--- src/rtl/com_pkg.sv ---
package com_pkg;

  localparam int CMD_W     = 2;
  localparam int CHAN_W    = 5;
  localparam int RSSI_W    = 8;
  localparam int MASK_W    = 32;
  localparam int OCC_W     = 16;
  localparam int WIN_W     = 13;
  localparam int PASS_W    = 16;
  localparam int NUM_W     = OCC_W + WIN_W;
  localparam int DIV_CNT_W = $clog2(OCC_W);
  localparam int CFG_IDX_W = 1;
  localparam int CFG_W     = WIN_W;

  localparam logic [OCC_W-1:0]         OCC_FULL      = '1;
  localparam logic [PASS_W-1:0]        PASS_MAX      = '1;
  localparam logic signed [RSSI_W-1:0] RSSI_INVALID  = 8'sd127;
  localparam logic signed [RSSI_W-1:0] THRESH_RESET  = -8'sd75;
  localparam logic [WIN_W-1:0]         WINDOW_RESET  = 13'd960;

  typedef enum logic [CMD_W-1:0] {
    CMD_SAMPLE = 2'd0,
    CMD_PASS   = 2'd1,
    CMD_BEST   = 2'd2,
    CMD_CLEAR  = 2'd3
  } cmd_code_t;

  typedef enum logic [CFG_IDX_W-1:0] {
    REG_THRESHOLD = 1'b0,
    REG_WINDOW    = 1'b1
  } cfg_reg_t;

  typedef struct packed {
    logic accept;
    logic mul;
    logic div_step;
    logic scan_step;
    logic out_load;
  } com_cmd_t;

  typedef struct packed {
    logic chan_ok;
    logic div_last;
    logic scan_last;
  } com_status_t;

endpackage

--- src/rtl/channel_occupancy_monitor.sv ---
// A sample on a valid channel goes through a multiply step and the 16-step restoring divider;
// find best walks over all 32 channel numbers, one per cycle; pass end, clear and a bad-channel
// sample go straight to the output load, which waits for a free output register.
// One item is in work at a time; a new item is taken only while the block is idle.
// Reset is synchronous and active low; it zeroes the averages, group index and pass count
// and loads the threshold with -75 and the window with 960.
module channel_occupancy_monitor #(
  parameter int NUM_CHANNELS  = 16,
  parameter int NUM_GROUPS    = 4,
  parameter int FIRST_CHANNEL = 11
) (
  input  logic                                clk,
  input  logic                                rst_n,
  input  logic                                in_valid,
  output logic                                in_ready,
  input  logic [com_pkg::CMD_W-1:0]           in_command,
  input  logic [com_pkg::CHAN_W-1:0]          in_channel,
  input  logic signed [com_pkg::RSSI_W-1:0]   in_rssi,
  input  logic [com_pkg::MASK_W-1:0]          in_channel_mask,
  output logic                                out_valid,
  input  logic                                out_ready,
  output logic [com_pkg::MASK_W-1:0]          out_scan_mask,
  output logic [com_pkg::MASK_W-1:0]          out_best_mask,
  output logic [com_pkg::OCC_W-1:0]           out_best_occupancy,
  output logic [com_pkg::PASS_W-1:0]          out_pass_count,
  output logic                                out_bad_channel,
  input  logic                                cfg_we,
  input  logic [com_pkg::CFG_IDX_W-1:0]       cfg_index,
  input  logic [com_pkg::CFG_W-1:0]           cfg_wdata
);

  com_pkg::com_cmd_t    cmd;
  com_pkg::com_status_t status;

  com_ctrl u_ctrl (
    .clk        (clk),
    .rst_n      (rst_n),
    .in_valid   (in_valid),
    .in_ready   (in_ready),
    .in_command (in_command),
    .out_valid  (out_valid),
    .out_ready  (out_ready),
    .cmd        (cmd),
    .status     (status)
  );

  com_dp #(
    .NUM_CHANNELS  (NUM_CHANNELS),
    .NUM_GROUPS    (NUM_GROUPS),
    .FIRST_CHANNEL (FIRST_CHANNEL)
  ) u_dp (
    .clk                (clk),
    .rst_n              (rst_n),
    .in_command         (in_command),
    .in_channel         (in_channel),
    .in_rssi            (in_rssi),
    .in_channel_mask    (in_channel_mask),
    .out_scan_mask      (out_scan_mask),
    .out_best_mask      (out_best_mask),
    .out_best_occupancy (out_best_occupancy),
    .out_pass_count     (out_pass_count),
    .out_bad_channel    (out_bad_channel),
    .cfg_we             (cfg_we),
    .cfg_index          (cfg_index),
    .cfg_wdata          (cfg_wdata),
    .cmd                (cmd),
    .status             (status)
  );

endmodule

--- src/rtl/com_ctrl.sv ---
module com_ctrl (
  input  logic                        clk,
  input  logic                        rst_n,
  input  logic                        in_valid,
  output logic                        in_ready,
  input  logic [com_pkg::CMD_W-1:0]   in_command,
  output logic                        out_valid,
  input  logic                        out_ready,
  output com_pkg::com_cmd_t           cmd,
  input  com_pkg::com_status_t        status
);

  typedef enum logic [4:0] {
    S_IDLE = 5'b00001,
    S_MUL  = 5'b00010,
    S_DIV  = 5'b00100,
    S_SCAN = 5'b01000,
    S_FIN  = 5'b10000
  } state_t;

  state_t state_r, state_nxt;
  logic   out_valid_r, out_valid_nxt;
  logic   slot_free;

  assign in_ready  = (state_r == S_IDLE);
  assign out_valid = out_valid_r;
  assign slot_free = !out_valid_r || out_ready;

  always_comb begin
    state_nxt = state_r;
    cmd       = '0;
    unique case (state_r)
      S_IDLE: begin
        if (in_valid) begin
          cmd.accept = 1'b1;
          unique case (in_command) inside
            com_pkg::CMD_SAMPLE: state_nxt = status.chan_ok ? S_MUL : S_FIN;
            com_pkg::CMD_BEST:   state_nxt = S_SCAN;
            com_pkg::CMD_PASS, com_pkg::CMD_CLEAR: state_nxt = S_FIN;
            default:             state_nxt = S_FIN;
          endcase
        end
      end
      S_MUL: begin
        cmd.mul   = 1'b1;
        state_nxt = S_DIV;
      end
      S_DIV: begin
        cmd.div_step = 1'b1;
        if (status.div_last) begin
          state_nxt = S_FIN;
        end
      end
      S_SCAN: begin
        cmd.scan_step = 1'b1;
        if (status.scan_last) begin
          state_nxt = S_FIN;
        end
      end
      S_FIN: begin
        if (slot_free) begin
          cmd.out_load = 1'b1;
          state_nxt    = S_IDLE;
        end
      end
      default: state_nxt = S_IDLE;
    endcase
  end

  always_comb begin
    out_valid_nxt = out_valid_r;
    if (cmd.out_load) begin
      out_valid_nxt = 1'b1;
    end else if (out_ready) begin
      out_valid_nxt = 1'b0;
    end
  end

  always_ff @(posedge clk) begin
    if (!rst_n) begin
      state_r     <= S_IDLE;
      out_valid_r <= 1'b0;
    end else begin
      state_r     <= state_nxt;
      out_valid_r <= out_valid_nxt;
    end
  end

endmodule

--- src/rtl/com_dp.sv ---
module com_dp #(
  parameter int NUM_CHANNELS  = 16,
  parameter int NUM_GROUPS    = 4,
  parameter int FIRST_CHANNEL = 11
) (
  input  logic                                clk,
  input  logic                                rst_n,
  input  logic [com_pkg::CMD_W-1:0]           in_command,
  input  logic [com_pkg::CHAN_W-1:0]          in_channel,
  input  logic signed [com_pkg::RSSI_W-1:0]   in_rssi,
  input  logic [com_pkg::MASK_W-1:0]          in_channel_mask,
  output logic [com_pkg::MASK_W-1:0]          out_scan_mask,
  output logic [com_pkg::MASK_W-1:0]          out_best_mask,
  output logic [com_pkg::OCC_W-1:0]           out_best_occupancy,
  output logic [com_pkg::PASS_W-1:0]          out_pass_count,
  output logic                                out_bad_channel,
  input  logic                                cfg_we,
  input  logic [com_pkg::CFG_IDX_W-1:0]       cfg_index,
  input  logic [com_pkg::CFG_W-1:0]           cfg_wdata,
  input  com_pkg::com_cmd_t                   cmd,
  output com_pkg::com_status_t                status
);

  localparam int IDX_W = (NUM_CHANNELS > 1) ? $clog2(NUM_CHANNELS) : 1;
  localparam int GRP_W = (NUM_GROUPS > 1) ? $clog2(NUM_GROUPS) : 1;
  localparam int CW    = com_pkg::CHAN_W;
  localparam int OW    = com_pkg::OCC_W;
  localparam int WW    = com_pkg::WIN_W;
  localparam int PW    = com_pkg::PASS_W;
  localparam int NW    = com_pkg::NUM_W;

  function automatic logic chan_ok(input logic [CW-1:0] c);
    chan_ok = ({1'b0, c} >= (CW+1)'(FIRST_CHANNEL)) &&
              ({1'b0, c} <  (CW+1)'(FIRST_CHANNEL + NUM_CHANNELS));
  endfunction

  function automatic logic [IDX_W-1:0] chan_idx(input logic [CW-1:0] c);
    logic [CW:0] d;
    d = {1'b0, c} - (CW+1)'(FIRST_CHANNEL);
    chan_idx = d[IDX_W-1:0];
  endfunction

  logic signed [com_pkg::RSSI_W-1:0] thresh_r;
  logic [WW-1:0]                     window_r;
  logic [OW-1:0]                     occ_r [NUM_CHANNELS];
  logic [GRP_W-1:0]                  grp_r;
  logic [PW-1:0]                     pass_r;

  logic [CW-1:0]                     chan_r;
  logic                              busy_r;
  logic                              bad_r;
  logic [com_pkg::MASK_W-1:0]        mask_r;
  logic [com_pkg::MASK_W-1:0]        best_r;
  logic [OW-1:0]                     min_r;
  logic [CW-1:0]                     scan_cnt_r;
  logic [WW-1:0]                     rem_r;
  logic [OW-1:0]                     low_r;
  logic [WW-1:0]                     dvs_r;
  logic [com_pkg::DIV_CNT_W-1:0]     div_cnt_r;

  logic [CW-1:0]                     rd_chan;
  logic                              rd_ok;
  logic [OW-1:0]                     rd_occ;
  logic [WW-1:0]                     win_m1;
  logic [WW-1:0]                     weight;
  logic [NW-1:0]                     num;
  logic [WW:0]                       trial;
  logic                              qbit;
  logic [WW-1:0]                     rem_nxt;
  logic [OW-1:0]                     low_nxt;
  logic [com_pkg::MASK_W-1:0]        scan_mask_c;
  logic                              in_busy;

  assign rd_chan = cmd.scan_step ? scan_cnt_r : chan_r;
  assign rd_ok   = chan_ok(rd_chan);
  assign rd_occ  = rd_ok ? occ_r[chan_idx(rd_chan)] : '0;

  assign win_m1 = (window_r == '0) ? '0 : window_r - WW'(1);
  assign weight = (pass_r < {{(PW-WW){1'b0}}, win_m1}) ? pass_r[WW-1:0] : win_m1;
  assign num    = NW'(rd_occ) * NW'(weight) + NW'(busy_r ? com_pkg::OCC_FULL : '0);

  assign trial   = {rem_r, low_r[OW-1]};
  assign qbit    = (trial >= {1'b0, dvs_r});
  assign rem_nxt = qbit ? WW'(trial - {1'b0, dvs_r}) : trial[WW-1:0];
  assign low_nxt = {low_r[OW-2:0], qbit};

  assign in_busy = (in_rssi != com_pkg::RSSI_INVALID) && (in_rssi >= thresh_r);

  assign status.chan_ok   = chan_ok(in_channel);
  assign status.div_last  = (div_cnt_r == com_pkg::DIV_CNT_W'(OW - 1));
  assign status.scan_last = (scan_cnt_r == '1);

  always_comb begin
    scan_mask_c = '0;
    for (int k = 0; k < NUM_CHANNELS; k++) begin
      if ((GRP_W'(k % NUM_GROUPS) == grp_r) && (FIRST_CHANNEL + k < com_pkg::MASK_W)) begin
        scan_mask_c[CW'(FIRST_CHANNEL + k)] = 1'b1;
      end
    end
  end

  always_ff @(posedge clk) begin
    if (!rst_n) begin
      thresh_r <= com_pkg::THRESH_RESET;
      window_r <= com_pkg::WINDOW_RESET;
    end else if (cfg_we) begin
      unique case (cfg_index)
        com_pkg::REG_THRESHOLD: thresh_r <= cfg_wdata[com_pkg::RSSI_W-1:0];
        com_pkg::REG_WINDOW:    window_r <= cfg_wdata;
        default: ;
      endcase
    end
  end

  always_ff @(posedge clk) begin
    if (!rst_n) begin
      grp_r  <= '0;
      pass_r <= '0;
      for (int i = 0; i < NUM_CHANNELS; i++) begin
        occ_r[i] <= '0;
      end
    end else begin
      if (cmd.accept && (in_command == com_pkg::CMD_CLEAR)) begin
        grp_r  <= '0;
        pass_r <= '0;
        for (int i = 0; i < NUM_CHANNELS; i++) begin
          occ_r[i] <= '0;
        end
      end else if (cmd.accept && (in_command == com_pkg::CMD_PASS)) begin
        if (grp_r == GRP_W'(NUM_GROUPS - 1)) begin
          grp_r <= '0;
          if (pass_r != com_pkg::PASS_MAX) begin
            pass_r <= pass_r + PW'(1);
          end
        end else begin
          grp_r <= grp_r + GRP_W'(1);
        end
      end
      if (cmd.div_step && status.div_last) begin
        occ_r[chan_idx(chan_r)] <= low_nxt;
      end
    end
  end

  always_ff @(posedge clk) begin
    if (cmd.accept) begin
      chan_r     <= in_channel;
      busy_r     <= in_busy;
      bad_r      <= (in_command == com_pkg::CMD_SAMPLE) && !status.chan_ok;
      mask_r     <= in_channel_mask;
      best_r     <= '0;
      min_r      <= (in_command == com_pkg::CMD_BEST) ? com_pkg::OCC_FULL : '0;
      scan_cnt_r <= '0;
    end
    if (cmd.mul) begin
      rem_r     <= num[NW-1:OW];
      low_r     <= num[OW-1:0];
      dvs_r     <= weight + WW'(1);
      div_cnt_r <= '0;
    end
    if (cmd.div_step) begin
      rem_r     <= rem_nxt;
      low_r     <= low_nxt;
      div_cnt_r <= div_cnt_r + com_pkg::DIV_CNT_W'(1);
    end
    if (cmd.scan_step) begin
      scan_cnt_r <= scan_cnt_r + CW'(1);
      if (mask_r[scan_cnt_r] && (rd_occ <= min_r)) begin
        if (rd_occ < min_r) begin
          best_r <= com_pkg::MASK_W'(1) << scan_cnt_r;
        end else begin
          best_r <= best_r | (com_pkg::MASK_W'(1) << scan_cnt_r);
        end
        min_r <= rd_occ;
      end
    end
    if (cmd.out_load) begin
      out_scan_mask      <= scan_mask_c;
      out_best_mask      <= best_r;
      out_best_occupancy <= min_r;
      out_pass_count     <= pass_r;
      out_bad_channel    <= bad_r;
    end
  end

endmodule
--- config.mk ---
export PLATFORM = sky130hd
export DESIGN_NAME = channel_occupancy_monitor
export DESIGN_NICKNAME = d
export VERILOG_FILES = /design/src/rtl/com_pkg.sv /design/src/rtl/channel_occupancy_monitor.sv /design/src/rtl/com_ctrl.sv /design/src/rtl/com_dp.sv
export SDC_FILE = /design/constraint.sdc
export NUM_CORES = 1
export LEC_CHECK = 0
export BUFFER_PORTS_ARGS = -buffer_cell sky130_fd_sc_hd__buf_4
export CAP_MARGIN = 20
export CORE_UTILIZATION = 50
export DETAILED_ROUTE_END_ITERATION = 10
export GPL_TIMING_DRIVEN = 0
export PLACE_DENSITY_LB_ADDON = 0.25
export SYNTH_ARGS = -nofsm -noshare
export SYNTH_HDL_FRONTEND = slang
export SYNTH_HIERARCHICAL = 1
export SYNTH_SLANG_ARGS = --single-unit
--- constraint.sdc ---
create_clock -name clk -period 12.7 [get_ports clk]
set_input_delay 2.54 -clock clk [delete_from_list [all_inputs] [get_ports clk]]
set_output_delay 2.54 -clock clk [all_outputs]
set_load 0.05 [all_outputs]
==> results.md <==
- Post-cts sizing count: 0
- FFs w/ async S/R, synth: 0
- Worst Hold Class: reg2reg
- First-pass GRT wire length: 123000 um
- Die Y: 251 um
- Wirelength per Cell: 21.1 um
- Max Cap Violations: 0
- Largest net degree at the start of global routing: 70
- Top cells by area, synth: edfxtp_1, fa_1, ha_1
- Crit. End Element: flip-flop
- Final setup fails: 0
- Core ar.: 0.0607 sq mm
- Number of top-level design ports: 165
- Buffers on Ports: 137
- Crit path max fanout: 10
- Post-route cell area: 0.0350 sq mm
- Layout cell share with drive strength beyond 1: 0.141
- CTS H-tree depth: 2
- Least-Margin Pin Slew: 1.10 ns
- Leakage power: 14.7 nW
- Final cycle utilization of the critical path: 0.915
- Peak VDD IR: 106 uV
- Total global routing overflow: 0
- ANT nets after route: 0
- CP top delay family: adder cells
- Worst setup path class: reg2reg
- Root Buffer: clkbuf_16
- Clk_skew: 0.0664 ns
- Antenna diodes: 0
- Clock latency on the worst-skew pair: 0.67 ns
- Number of flops mapped to enable cells by yosys: 415
- RSZ-0062 raised after global routing: no
- Top-count cell post-synth: edfxtp_1
- Worst R2R Path Depth: 33
- CTS tree: done
- Nets: 3310
- Hpwl dp: 59900 um
- Residual DRC: 0
- Pwr Density: 129 mW/mm^2
- DR iter-0 viols: 1764
- CTS Buffer Depth: 3
- Stages on worst setup path: 33
- DR vias/cell: 5.68
- CP required: 13.04 ns
- Cell Area, Placed: 0.0332 sq mm
- Buf+Inv Stages, Crit Path: 8
- Seq cells post-synth: 508
- Site Rows: 90
- Setup Total Neg Slack: 0 ns
- Via count: 21300
- Worst slew margin relative to its limit: 0.259
- R2R Setup Slk: 1.08 ns
- Area leader, netlist: edfxtp_1
- Die ar.: 0.0628 sq mm
- All-layer global routing usage: 0.254
- Post-synth top cells: edfxtp_1, nand2_1, inv_1
- Initial antenna violation count: 0
- Avg Inst Size Synth: 11.5 sq um
- WHS Path Cells: 0
- Final hold vios: 0
- Starting Density: 0.509
- Yosys cell types: 83
- Outcome: finished clean
- Synth Warn #: 6
- Post-CTS setup buffer count: 0
- Arr. time, crit path: 11.96 ns
- Clock Sinks: 508
- Vias in the first global route: 21400
- Synth top area share: 0.403
- Minimum clock period: 11.62 ns
- Synth Flop Type: edfxtp_1
- Die width: 251 um
- Mapped Cells: 2688
- Mapped cell area: 0.0309 sq mm
- Reg clk slew, reported paths: 0.06 ns
- Fin. max-slew vios: 0
- Worst Setup Start Kind: flip-flop
- GP Congestion: 0.914
- CTS Hold Bufs: 0
- WL final: 78900 um
- TritonRoute pass-1 iters: 6
- Register area share after synthesis: 0.464
- Most used cell along the critical path: fa_1
- Max incr delay on CP: 0.75 ns
- Area delta synth->final: 13.4%
- CTS buffer count: 54
- FMAX: 0.0860 GHz
- Slowest cell on crit path: clkbuf_1
routing by layer:
metal	track usage	routed length, um
met1	0.355	34100
met2	0.403	36600
met3	0.0455	5870
met4	0.0819	2330
met5	0	0
cells in the final DEF, fill, tap and decap left out, types with 12 or more instances in the layout:
master	count
edfxtp_1	415
nand2_1	291
inv_1	264
and2_1	234
buf_4	170
fa_1	167
ha_1	158
nor2_1	153
clkbuf_1	97
dfxtp_1	93
a21oi_1	77
mux4_2	74
o21ai_0	72
and3_1	60
clkbuf_16	54
xnor2_1	46
nand3_1	44
mux2i_1	40
nor3_1	37
nor2b_1	35
buf_2	29
xor2_1	28
conb_1	27
nand2b_1	22
a21o_1	21
a22o_1	21
clkinv_1	15
o21ai_2	12
o211ai_1	12
flip-flops by register name, indices dropped and copies added, names as in the netlist:
signal	count
u_dp/min_r	16
u_dp/thresh_r	8
u_dp/occ_r	256
u_ctrl/state_r	5
u_dp/dvs_r	13
u_dp/out_bad_channel	1
u_dp/div_cnt_r	4
u_dp/out_scan_mask	4
u_dp/out_pass_count	16
u_dp/chan_r	5
u_dp/out_best_occupancy	16
u_dp/pass_r	16
u_dp/busy_r	1
u_dp/window_r	13
u_dp/grp_r	2
u_dp/mask_r	32
u_dp/out_best_mask	32
u_ctrl/out_valid	1
u_dp/best_r	32
u_dp/scan_cnt_r	5
u_dp/rem_r	13
u_dp/bad_r	1
u_dp/low_r	16
cells by family after synthesis:
group / after synthesis / synth area share
simple gates: 939 / 0.154
flops: 508 / 0.464
buf+inv: 428 / 0.0584
fa+ha+maj: 325 / 0.172
compound gates: 290 / 0.0603
mux: 123 / 0.0702
xor+xnor: 74 / 0.0210
other cells: 1 / 0.000121
layout make-up:
| class | count | area (sq um) |
|---|---|---|
| Buffer | 154 | 772 |
| Inverter | 274 | 1030 |
| Sequential cell | 508 | 14300 |
| Clock inverter | 33 | 400 |
| Tap cell | 782 | 978 |
| Timing Repair Buffer | 149 | 1190 |
| Clock buffer | 68 | 1420 |
| Fill cell | 4990 | 25700 |
| Multi-Input combinational cell | 1778 | 14900 |
power by group:
part	internal [mW]	switching, mW
Sequential	1.92	0.0478
Clock	0.926	0.680
Combinational	0.301	0.632
Total	3.15	1.36
worst reg2reg max path, delay by kind of cell, from the launching register on:
kind	cells	cell delay (ns)
AOI/OAI and AO/OA	6	1.69
and+or+nand+nor	7	1.67
buffers and inverters	8	2.65
DFF	1	0.33
adders and majority gates	8	3.84
xor gates and xnor gates	1	0.19
muxes	3	0.99
through the flow:
step / cells / setup WS (ns) / util / hold slack [ns] / power (mW)
after global routing: 3746 / 0.569 / 0.577 / 0.447 / 4.67
after CTS: 3746 / 1.20 / 0.577 / 0.433 / 4.53
after detailed placement: 3645 / 1.24 / 0.547 / 0.415 / 2.92
after floorplan: 2714 / 3.73 / - / 0.400 / 2.58
after global placement: 3633 / 1.33 / 0.544 / 0.402 / 2.89
final: 3746 / 1.08 / 0.577 / 0.427 / 4.51
path summary, 6_finish.rpt:
check,start,end
worst max-delay path,u_ctrl/state_r[4],u_dp/rem_r[9]
worst min-delay path,u_dp/bad_r,u_dp/out_bad_channel
worst max register to register,u_ctrl/state_r[4],u_dp/rem_r[9]
worst min register to register,u_dp/bad_r,u_dp/out_bad_channel
(Power assumes the default switching activity.)
